[src/sv/qifm_pkg.sv]
// qifm_pkg: shared types and constants for the quad in field membership block
// no dependencies
package qifm_pkg;

  localparam int unsigned ID_W    = 32;
  localparam int unsigned QDEPTH  = 2;
  localparam int unsigned QPTR_W  = $clog2(QDEPTH);
  localparam int unsigned QCNT_W  = $clog2(QDEPTH + 1);

  typedef enum logic [1:0] {
    OP_CLEAR = 2'd0,
    OP_ADD   = 2'd1,
    OP_TEST  = 2'd2
  } op_e;

  typedef enum logic {
    BS_IDLE,
    BS_SCAN
  } bstate_e;

  typedef struct packed {
    logic        [1:0]      operation;
    logic signed [ID_W-1:0] star_id;
    logic        [31:0]     quad_index;
    logic signed [ID_W-1:0] quad_star_0;
    logic signed [ID_W-1:0] quad_star_1;
    logic signed [ID_W-1:0] quad_star_2;
    logic signed [ID_W-1:0] quad_star_3;
  } in_t;

  typedef struct packed {
    logic [31:0] result_quad_index;
    logic        all_present;
    logic        overflowed;
  } out_t;

  typedef struct packed {
    logic not_empty;
  } q_ctl_t;

endpackage

[src/sv/qifm_front.sv]
// qifm_front: accepts commands, drops unused codes, holds them in a short queue
// depends on qifm_pkg
module qifm_front import qifm_pkg::*; (
  input  logic   clk_i,
  input  logic   rst_ni,
  input  logic   start,
  output logic   busy,
  input  in_t    item_i,
  output in_t    head_o,
  input  logic   pop_i,
  output logic   not_empty_o
);

  in_t               slot_q [QDEPTH];
  logic [QPTR_W-1:0] wptr_q, wptr_d;
  logic [QPTR_W-1:0] rptr_q, rptr_d;
  logic [QCNT_W-1:0] cnt_q, cnt_d;
  logic              push;
  logic              do_pop;
  logic              op_valid;

  always_comb begin
    op_valid = (item_i.operation == OP_CLEAR) || (item_i.operation == OP_ADD) ||
               (item_i.operation == OP_TEST);
    push     = start && !busy && op_valid;
    do_pop   = pop_i && not_empty_o;
    wptr_d   = wptr_q;
    rptr_d   = rptr_q;
    if (push) begin
      wptr_d = (wptr_q == QPTR_W'(QDEPTH - 1)) ? '0 : wptr_q + QPTR_W'(1);
    end
    if (do_pop) begin
      rptr_d = (rptr_q == QPTR_W'(QDEPTH - 1)) ? '0 : rptr_q + QPTR_W'(1);
    end
    cnt_d = cnt_q + QCNT_W'(push) - QCNT_W'(do_pop);
  end

  always_ff @(posedge clk_i or negedge rst_ni) begin
    if (!rst_ni) begin
      wptr_q <= '0;
      rptr_q <= '0;
      cnt_q  <= '0;
    end else begin
      wptr_q <= wptr_d;
      rptr_q <= rptr_d;
      cnt_q  <= cnt_d;
    end
  end

  always_ff @(posedge clk_i) begin
    if (push) begin
      slot_q[wptr_q] <= item_i;
    end
  end

  assign busy        = (cnt_q == QCNT_W'(QDEPTH));
  assign not_empty_o = (cnt_q != '0);
  assign head_o      = slot_q[rptr_q];

endmodule

[config.mk]
export PLATFORM = sky130hd
export DESIGN_NAME = qifm_front
export DESIGN_NICKNAME = d
export VERILOG_FILES = /design/src/sv/qifm_pkg.sv /design/src/sv/qifm_front.sv
export SDC_FILE = /design/constraint.sdc
export NUM_CORES = 1
export LEC_CHECK = 0
export BUFFER_PORTS_ARGS = -buffer_cell sky130_fd_sc_hd__buf_2
export CAP_MARGIN = 30
export CORE_ASPECT_RATIO = 0.7
export CORE_MARGIN = 3
export CORE_UTILIZATION = 37
export CTS_CLUSTER_DIAMETER = 80
export DETAILED_ROUTE_END_ITERATION = 8
export SYNTH_ARGS = -nofsm -noshare
export SYNTH_HDL_FRONTEND = slang
export SYNTH_SLANG_ARGS = --single-unit
[constraint.sdc]
create_clock -name clk_i -period 17.6 [get_ports clk_i]
set_clock_uncertainty 0.05 [all_clocks]
set_input_delay 0.88 -clock clk_i [delete_from_list [all_inputs] [get_ports clk_i]]
set_output_delay 0.88 -clock clk_i [all_outputs]
set_load 0.005 [all_outputs]
==> run summary <==
DRC viols: 0
WL final: 31,100 microns
Vias after detailed routing: 7,265
DRT iter0 DRCs: 378
Final period util: 22.0%
Highest Clock Rate: 0.258 GHz
Relative slew margins: 37.0%
CTS Hold Bufs: 0
Pin count of the biggest net entering global routing: 63
DP HPWL: 21,300 microns
CTS buffer count: 40
Worst path required time: 16.67 ns
Standard-cell row count: 60
Die Span X: 245 microns
Routed Antenna Nets: 0
DR pass1 iterations: 4
Critical Path Sink Type: output port
Hold Violations, Final: 0
Slew @ Worst Pin: 0.945 ns
Syn Std Cell Area: 14,800 sq um
H-tree Lvls: 2
CTS root buffer: clkbuf_16
Outcome: completed
Crit path DAT: 2.95 ns
FF-to-FF setup slack: 14.71 ns
Die Y: 173 microns
Worst reg2reg path depth: 4
Share of layout cells above drive strength 1: 60.9%
P&R area growth vs syn: 26.3%
WS Path Type: reg -> out
Vias in the first global route: 7,635
Sequential share of the synthesized area: 79.3%
Final net count: 1,249
CTS Buffer Depth: 3
Vias per inst: 4.52
R2r startpoint: cnt_q[1]
Total leakage power: 7.34 nW
All-layer global routing usage: 14.2%
CP Max Fanout: 58
Per-cell routed wire length: 19.4 microns
First-pass GRT wire length: 46,400 microns
Cells after synthesis: 623
Resized cells post-CTS: 0
Core Area: 39,000 sq um
Syn nets: 823
Initial core utilization: 38.1%
Grt total ovfl: 0
RSZ-0062 raised after global routing: no
Worst-Skew Late Latency: 0.52 ns
PwrDens: 158 nW/um^2
Seq cells post-synth: 392
Initial antenna violation count: 7
# setup viols final: 0
Syn_area_per_cell: 23.8 sq um
Final Wtd Congestion: 0.729
Synth cell types: 16
Die footprint: 42,500 sq um
Clk slew on worst S/H paths: 0.06 ns
Peak supply drop: 0.0700 mV
Reg2Reg Capture Point: slot_q[1][108]
Number of I/O port buffers: 393
Yosys warning count: 0
Hold WC Path Type: in -> async
Setup TNS: 0 ns
I/O pin count: 394
Maxcap violations: 0
Startpoint Class: register
CTS tree: done
Clock sink total: 392
Slew Viols, Final: 0
Hold Worst Slack: 0.107 ns
Tmin final: 3.88 ns
Postcts setup bufs: 0
## routing by layer
layer	global-route usage, %	wire length (microns)	vias to the layer above
li1	-	-	3338
met1	17.9	12800	3609
met2	23.8	15200	243
met3	4.34	2310	69
met4	4.01	813	6
met5	0	32	-
## how the worst max path moves through the flow
stage,endpoint,start,depth (start not counted),slack (ns)
floorplan,slot_q[0][0],item_i[192],3,7.65
detailed placement,slot_q[1][60],item_i[192],5,14.17
global placement,slot_q[0][48],item_i[192],5,13.96
finish,head_o[9],rptr_q,3,13.72
CTS,head_o[15],rptr_q,3,13.67
global route,head_o[9],rptr_q,3,13.57
## layout by cell type (no fill, tap or decap), types with 4 or more instances in the layout
cell type  netlist  final
buf_16           0      4
buf_2            4    393
buf_4            0      9
bufinv_16        0      4
clkbuf_1         0     12
clkbuf_16        0     42
clkinv_1         0      6
clkinv_2         0      5
edfxtp_1       388    388
mux2_2          44     44
mux2_4         150    150
## metrics by stage
stage / total power, mW / util [%] / instances / setup WS [ns] / cell area [sq um]
final: 2.95 / 48.0 / 1607 / 13.72 / 18700
after detailed placement: 2.16 / 44.7 / 1534 / 14.17 / 17400
after global placement: 2.15 / 44.4 / 1530 / 13.96 / 17300
after CTS: 3.01 / 48.0 / 1605 / 13.67 / 18700
after global routing: 3.10 / 48.0 / 1606 / 13.57 / 18700
after floorplan: 1.89 / - / 623 / 7.65 / 14800
## critical path, stage by stage (launching register included)
cell,delay [ns]
dfrtp_4,0.90
buf_4,0.79
mux2_2,0.44
buf_2,0.13
## cell usage after synthesis
| master | count | area, sq um |
|---|---|---|
| and2_1 | 1 | 6.26 |
| buf_2 | 4 | 20.0 |
| buf_6 | 18 | 203 |
| dfrtp_1 | 4 | 100 |
| edfxtp_1 | 388 | 11700 |
| ha_1 | 2 | 25.0 |
| inv_1 | 2 | 7.51 |
| mux2_2 | 44 | 495 |
| mux2_4 | 150 | 2250 |
| nand2_1 | 1 | 3.75 |
| nand3b_1 | 1 | 7.51 |
| nor2_1 | 2 | 7.51 |
| nor2b_1 | 1 | 6.26 |
| or2_2 | 1 | 6.26 |
| xnor2_1 | 3 | 26.3 |
| xor2_1 | 1 | 8.76 |
## layout make-up
class | count | area, sq um
fillers | 3284 | 20200
clock buffers | 54 | 1100
clock inverters | 17 | 193
repair buffers | 406 | 2140
diodes | 2 | 5.00
well taps | 527 | 659
flip-flops and latches | 392 | 11800
inverters | 2 | 7.51
multi-input cells | 207 | 2860
## registers in the layout (all words and copies together), names as in the netlist
register  count
cnt_q         2
rptr_q        1
slot_q      388
wptr_q        1
## report_power, final
part / switching [mW] / internal (mW) / total (mW)
registers: 0.0599 / 1.22 / 1.28
clock network: 0.332 / 0.496 / 0.828
logic: 0.390 / 0.453 / 0.844
## kinds of logic (layout without fill, tap and decap cells)
group / count (synthesis) / after routing / share of synthesized area, %
fa+ha+maj: 2 / 2 / 0.169
flops: 392 / 392 / 79.3
mux: 194 / 194 / 18.5
simple gates: 7 / 7 / 0.253
other cells: 0 / 2 / 0
buf+inv: 24 / 479 / 1.55
xor+xnor: 4 / 4 / 0.236
No activity file was read; power rests on OpenSTA's default activity.
